File: config.mk
export PLATFORM = sky130hd
export DESIGN_NAME = odo_ctrl
export DESIGN_NICKNAME = d
export VERILOG_FILES = /design/src/sv/odo_pkg.sv /design/src/sv/odo_ctrl.sv
export SDC_FILE = /design/constraint.sdc
export NUM_CORES = 1
export LEC_CHECK = 0
export ABC_AREA = 1
export BUFFER_PORTS_ARGS = -buffer_cell sky130_fd_sc_hd__buf_4
export CAP_MARGIN = 40
export CORE_AREA = 10 10 64 55
export DETAILED_ROUTE_END_ITERATION = 10
export DIE_AREA = 0 0 74 65
export SLEW_MARGIN = 40
export SYNTH_ARGS = -nofsm -noshare
export SYNTH_HDL_FRONTEND = slang
export SYNTH_SLANG_ARGS = --single-unit
File: constraint.sdc
create_clock -name clk -period 2 [get_ports clk]
set_input_delay 0 -clock clk [delete_from_list [all_inputs] [get_ports clk]]
set_output_delay 0 -clock clk [all_outputs]
set_load 0.05 [all_outputs]
File: src/sv/odo_pkg.sv
// Shared constants, types and tables of the three-wheel odometry pose unit.
package odo_pkg;

    // Iteration count of the rotation unit and significant encoder count bits.
    localparam int CORDIC_STEPS = 24;
    localparam int COUNT_BITS   = 32;
    localparam int ITER_W       = $clog2(CORDIC_STEPS);

    // Configuration port geometry and register indexes.
    localparam int CFG_IDX_W  = 2;
    localparam int CFG_DATA_W = 32;
    localparam logic [CFG_IDX_W-1:0] REG_DIST = 2'd0;
    localparam logic [CFG_IDX_W-1:0] REG_HEAD = 2'd1;
    localparam logic [CFG_IDX_W-1:0] REG_ROFF = 2'd2;

    // Register reset values.
    localparam logic [31:0] DIST_RESET = 32'd103071816;
    localparam logic [23:0] HEAD_RESET = 24'd1773448;
    localparam logic [19:0] ROFF_RESET = 20'd21255;

    // Reciprocal of the rotation gain, unsigned Q0.32.
    localparam logic [31:0] INV_GAIN = 32'd2608131496;

    // Datapath operations, one per controller step.
    typedef enum logic [4:0] {
        OP_IDLE, OP_M1, OP_M2, OP_M3, OP_M4, OP_M5, OP_M6, OP_M7,
        OP_ROT, OP_G1, OP_G2, OP_G3, OP_G4, OP_G5, OP_SAT, OP_FIN
    } op_t;

    typedef struct packed {
        op_t               op;
        logic              take;
        logic              load_out;
        logic [ITER_W-1:0] iter;
    } dp_cmd_t;

    typedef struct packed {
        logic clear;
    } dp_stat_t;

    // Arctangent of 2^-i as a binary angle.
    function automatic logic [31:0] atan_ba(input logic [4:0] idx);
        logic [31:0] v;
        begin
            unique case (idx)
                5'd0:  v = 32'h20000000;
                5'd1:  v = 32'h12E4051E;
                5'd2:  v = 32'h09FB385B;
                5'd3:  v = 32'h051111D4;
                5'd4:  v = 32'h028B0D43;
                5'd5:  v = 32'h0145D7E1;
                5'd6:  v = 32'h00A2F61E;
                5'd7:  v = 32'h00517C55;
                5'd8:  v = 32'h0028BE53;
                5'd9:  v = 32'h00145F2F;
                5'd10: v = 32'h000A2F98;
                5'd11: v = 32'h000517CC;
                5'd12: v = 32'h00028BE6;
                5'd13: v = 32'h000145F3;
                5'd14: v = 32'h0000A2FA;
                5'd15: v = 32'h0000517D;
                5'd16: v = 32'h000028BE;
                5'd17: v = 32'h0000145F;
                5'd18: v = 32'h00000A30;
                5'd19: v = 32'h00000518;
                5'd20: v = 32'h0000028C;
                5'd21: v = 32'h00000146;
                5'd22: v = 32'h000000A3;
                5'd23: v = 32'h00000051;
                5'd24: v = 32'h00000029;
                5'd25: v = 32'h00000014;
                5'd26: v = 32'h0000000A;
                5'd27: v = 32'h00000005;
                5'd28: v = 32'h00000003;
                5'd29: v = 32'h00000001;
                5'd30: v = 32'h00000001;
                5'd31: v = 32'h00000000;
            endcase
            return v;
        end
    endfunction

endpackage

File: src/sv/odo_ctrl.sv
// Step sequencer of the odometry pose unit.
module odo_ctrl (
    input  logic              clk,
    input  logic              rst_n,
    input  logic              req_valid,
    output logic              req_ready,
    output logic              rsp_valid,
    input  logic              rsp_ready,
    input  odo_pkg::dp_stat_t stat,
    output odo_pkg::dp_cmd_t  cmd
);
    import odo_pkg::*;

    typedef enum logic [4:0] {
        ST_IDLE, ST_M1, ST_M2, ST_M3, ST_M4, ST_M5, ST_M6, ST_M7,
        ST_ROT, ST_G1, ST_G2, ST_G3, ST_G4, ST_G5, ST_SAT, ST_FIN
    } state_t;

    localparam logic [ITER_W-1:0] ITER_LAST = ITER_W'(CORDIC_STEPS - 1);

    state_t            state_reg, state_next;
    logic [ITER_W-1:0] iter_reg, iter_next;
    logic              rsp_valid_reg, rsp_valid_next;
    logic              load_out;

    // Next state and result handshake.
    always_comb
    begin
        state_next     = state_reg;
        iter_next      = iter_reg;
        rsp_valid_next = rsp_valid_reg && !rsp_ready;
        load_out       = 1'b0;
        unique case (state_reg)
            ST_IDLE: if (req_valid) state_next = ST_M1;
            ST_M1:   state_next = stat.clear ? ST_FIN : ST_M2;
            ST_M2:   state_next = ST_M3;
            ST_M3:   state_next = ST_M4;
            ST_M4:   state_next = ST_M5;
            ST_M5:   state_next = ST_M6;
            ST_M6:   state_next = ST_M7;
            ST_M7:
            begin
                iter_next  = '0;
                state_next = ST_ROT;
            end
            ST_ROT:
            begin
                if (iter_reg == ITER_LAST)
                    state_next = ST_G1;
                else
                    iter_next = iter_reg + 1'b1;
            end
            ST_G1:   state_next = ST_G2;
            ST_G2:   state_next = ST_G3;
            ST_G3:   state_next = ST_G4;
            ST_G4:   state_next = ST_G5;
            ST_G5:   state_next = ST_SAT;
            ST_SAT:  state_next = ST_FIN;
            ST_FIN:
            begin
                if (!rsp_valid_reg || rsp_ready)
                begin
                    load_out       = 1'b1;
                    rsp_valid_next = 1'b1;
                    state_next     = ST_IDLE;
                end
            end
            default: state_next = ST_IDLE;
        endcase
    end

    // Operation decode for the datapath.
    always_comb
    begin
        unique case (state_reg)
            ST_IDLE: cmd.op = OP_IDLE;
            ST_M1:   cmd.op = OP_M1;
            ST_M2:   cmd.op = OP_M2;
            ST_M3:   cmd.op = OP_M3;
            ST_M4:   cmd.op = OP_M4;
            ST_M5:   cmd.op = OP_M5;
            ST_M6:   cmd.op = OP_M6;
            ST_M7:   cmd.op = OP_M7;
            ST_ROT:  cmd.op = OP_ROT;
            ST_G1:   cmd.op = OP_G1;
            ST_G2:   cmd.op = OP_G2;
            ST_G3:   cmd.op = OP_G3;
            ST_G4:   cmd.op = OP_G4;
            ST_G5:   cmd.op = OP_G5;
            ST_SAT:  cmd.op = OP_SAT;
            ST_FIN:  cmd.op = OP_FIN;
            default: cmd.op = OP_IDLE;
        endcase
        cmd.take     = (state_reg == ST_IDLE) && req_valid;
        cmd.load_out = load_out;
        cmd.iter     = iter_reg;
    end

    assign req_ready = (state_reg == ST_IDLE);
    assign rsp_valid = rsp_valid_reg;

    // State and registered outputs.
    always_ff @(posedge clk or negedge rst_n)
    begin
        if (!rst_n)
        begin
            state_reg     <= ST_IDLE;
            iter_reg      <= '0;
            rsp_valid_reg <= 1'b0;
        end
        else
        begin
            state_reg     <= state_next;
            iter_reg      <= iter_next;
            rsp_valid_reg <= rsp_valid_next;
        end
    end

endmodule

# Word level (Yosys, flattened, before mapping)

Memory sizes are Yosys's and may differ from the RTL's.
Cells that the tools add are included.

Register bits after elaboration: 11
Logic and storage cells: 46
Bits in read-only memories: 64
Memories kept: 1
Output and inout bits: 14
Input port bits: 5

$add $sub $neg: 1
Equality and inequality tests: 20
Reductions and logical operators: 9
Mux-type cells: 12

Memory list:

| memory          | words | width | read ports | clocked after memory_dff | write ports | line           | text |
|---|---|---|---|---|---|---|---|
| (no name shown) | 16    | 4     | 1          | 0                        | 0           | odo_ctrl.sv:75 | `unique case (state_reg)` |

Operators by type and width:

| kind                | count |
|---|---|
| $pmux 5 s16         | 1 |
| $eq 5x4->1 const B  | 8 |
| $mux 5              | 5 |
| $eq 5x3->1 const B  | 4 |
| $eq 5x2->1 const B  | 2 |
| $pmux 5 s2          | 1 |
| $ne 2x2->1 const B  | 4 |
| $add 5x1->5 const B | 1 |
| $eq 5x1->1 const B  | 1 |
| $eq 5x5->1 const B  | 1 |
| $logic_not 5->1     | 1 |
| $mux 1              | 4 |
| $mux 4              | 1 |
| $reduce_and 3->1    | 1 |
| $logic_and 1x1->1   | 2 |
| $logic_not 1->1     | 2 |
| $reduce_and 2->1    | 1 |
| $reduce_bool 2->1   | 1 |
| $logic_or 1x1->1    | 1 |

# Logic depth before layout (Yosys ltp)

Depth in word-level cells: 4
Gate-level depth with buffers: 8
Mapped depth without buffers: 8

# Worst setup path after synthesis

OpenSTA, ideal clock, no wires.

Path kind: register to output
From: register state_reg[3]
To: output port cmd[6] in the netlist's numbering
Cell stages (with the launch flop): 4
Required time: 2000 ps
Arrival: 1607 ps
Path buffers: 0
Slack: 393 ps
Path through: dfrtp_1 > nor2_1 > nand2_1 > nor2_1

RTL lines:

| what                     | line            | text |
|---|---|---|
| start: declaration       | odo_ctrl.sv:21  | `state_t state_reg, state_next;` |
| start signal: assignment | odo_ctrl.sv:113 | `state_reg <= state_next;` |
| end: declaration         | odo_ctrl.sv:10  | `output odo_pkg::dp_cmd_t cmd` |

==> impl_metrics.py <==
metrics = {
    "clock_tree": {
        "clkLatencyLatePin_ns": 0.26,
        "htreeDepth": 1,
        "cts_buffers": 3,
        "clockRootBuffer": "clkbuf_4",
        "clk_pin_slew_ns": 0.06,
        "cts_tree": "built",
        "numClockSinks": 10,
        "ctsLongestPathBuffers": 2,
    },
    "sta": {
        "skew_ns": 0.00665,
        "max_freq_ghz": 0.735,
        "timing.final.crit_share_pct": 68.0,
        "slew_violations": 0,
        "fin_hold_ws_ns": 0.0407,
        "finalSetupViolCount": 0,
        "fin_crit_ns": 1.36,
        "hold_viol": 0,
        "grt_setup_unrepaired": "false",
        "setup_tns_ns": 0,
    },
    "run_status": {
        "status": "finished clean",
    },
    "detailed_routing": {
        "drtPass1Iterations": 4,
        "ant_nets": 0,
        "vias_per_cell": 4.48,
        "vias": 605,
        "drtIter0Drc": 39,
        "wl_um": 1490,
        "wl_per_cell_um": 11.0,
        "drc": 0,
    },
    "die": {
        "start_util_pct": 27.7,
        "io_pins": 19,
        "die_w_um": 74,
        "fp.dieH_um": 65,
        "core_mm2": 0.00234,
        "die_area_mm2": 0.00481,
        "rows": 16,
    },
    "cells_and_area": {
        "drive_gt1_share_pct": 35.2,
        "nets": 116,
        "area_delta_synth_final_pct": 27.6,
        "num_antenna_cells": 0,
        "fillers": 248,
        "largest_reg_flops": 5,
    },
    "power_and_ir_drop": {
        "power_density_mw_per_mm2": 1640,
        "peakVddDrop_v": 0.000636,
        "leakagePower_nw": 0.455,
    },
    "grt": {
        "grt_use_total_pct": 6.45,
        "grt_pass1_wl_um": 2430,
        "grt_antenna_before_repair": 0,
        "grt_max_degree": 11,
        "grt_pass1_vias": 558,
        "overflow": 0,
    },
    "critical_path": {
        "worstPathArrival_ns": 1.36,
        "end_kind": "primary output",
        "critical_path_class": "reg2out",
        "ff2ff_path_depth": 7,
        "crit_required_ns": 2.00,
        "critPathMaxFanout": 6,
        "critPathLaunchType": "flip-flop",
    },
    "logic_synthesis": {
        "synthTopCellsByArea": "dfrtp_1 (39%), nand2_1 (9.8%), nand3_1 (6.9%)",
        "synth_area_um2": 649,
        "avgSynthCellArea_um2": 7.30,
        "ys_seq_area_share_pct": 38.5,
        "yosys_warnings": 0,
        "synth_area_leader_cell": "dfrtp_1",
        "synth_nets": 95,
        "synth_top_area_share_pct": 38.5,
        "ys_ff_latch": 10,
        "netlist_instances": 89,
        "synth_cell_type_count": 21,
    },
    "worst_hold_path": {
        "hold_path.class": "in2reg",
        "hold_depth": 3,
    },
    "place": {
        "io_buffers": 17,
        "place.gp.congestion": 0.800,
        "hpwl_um": 1210,
    },
    "flow_run": {
        "maxCapViolations": 0,
    },
}
[worst paths after layout]
check,start,to,slack [ns]
max in group asynchronous,rst_n,iter_reg[3],1.73
min in group asynchronous,rst_n,state_reg[2],0.12
hold reg to reg,iter_reg[0],iter_reg[0],0.56
setup / recovery,state_reg[0],cmd[5],0.64
hold / removal,rsp_ready,rsp_valid,0.04
setup reg to reg,iter_reg[0],iter_reg[2],0.70
[power breakdown]
| group | internal, W | switching (W) | leakage (nW) |
|---|---|---|---|
| Clock | 0.0000694 | 0.0000656 | 0.0138 |
| Sequential | 0.000279 | 0.000116 | 0.127 |
| Combinational | 0.000243 | 0.000583 | 0.314 |
| Total | 0.000591 | 0.000765 | 0.455 |
[synth_stat cells (all sizes together)]
library cell and number:
inv 15, nor2 15, nand2 25, clkinv 1
o21ai 3, or2 1, a21oi 2, nand4 2
conb 1, dfrtp 10, ha 1, nand3 10
buf 2, o31ai 1
[cells in the final DEF, fill, tap and decap left out, types with 3 or more instances in the layout]
cell | netlist | layout
nand2_1 | 17 | 17
nand3_1 | 9 | 9
nor2_1 | 12 | 12
nand2_2 | 6 | 6
dfrtp_1 | 10 | 10
buf_4 | 2 | 17
clkbuf_4 | 0 | 3
inv_2 | 4 | 4
inv_1 | 11 | 11
[stage by stage]
| step | total power (W) | cells | worst slack, ns | util (%) | instance area (um2) |
|---|---|---|---|---|---|
| 2_1_floorplan | 0.00101 | 89 | 0.393 | - | 649 |
| 3_3_place_gp | 0.00122 | 131 | 0.743 | 34.0 | 796 |
| 3_5_place_dp | 0.00123 | 131 | 0.715 | 34.0 | 796 |
| 4_1_cts | 0.00137 | 135 | 0.632 | 35.4 | 828 |
| 5_1_grt | 0.00145 | 135 | 0.531 | 35.4 | 828 |
| 6_report | 0.00136 | 135 | 0.640 | 35.4 | 828 |
[worst max-delay path, stage by stage, from the launching register on]
cell	delay, ns
dfrtp_1	0.47
nand3_2	0.14
inv_2	0.09
nand2_2	0.09
nor2_1	0.11
buf_4	0.20
[area by class of cell]
type                    instances  area (um2)  share of cell area (%)
inverters                      16        60.1                    7.25
clock buffers                   3        22.5                    2.72
repair buffers                 18         138                    16.6
flip-flops and latches         10         250                    30.2
well taps                      27        33.8                    4.08
multi-input cells              61         324                    39.1
[routing by layer]
metal	vias up	track usage [%]	share of wire [%]
li1	315	-	-
met1	273	6.86	43
met2	15	10.6	50
met3	2	2.59	4.9
met4	0	3.49	1.8
met5	-	0	0
[cell families after synthesis]
kind of cell	after synthesis	synth area share, %
simple gates	53	41.8
buf+inv	18	11.6
flops	10	38.5
compound gates	6	5.59
fa+ha+maj	1	1.93
other cells	1	0.577
[what timing repair did]
| item | CTS | global route |
|---|---|---|
| resized for setup | 0 | 0 |
| buffers inserted | 0 | 0 |
| hold endpoints to repair | 10 | 0 |
| hold buffers | 1 | 0 |
Note: power is estimated with default switching activity, not from simulation.
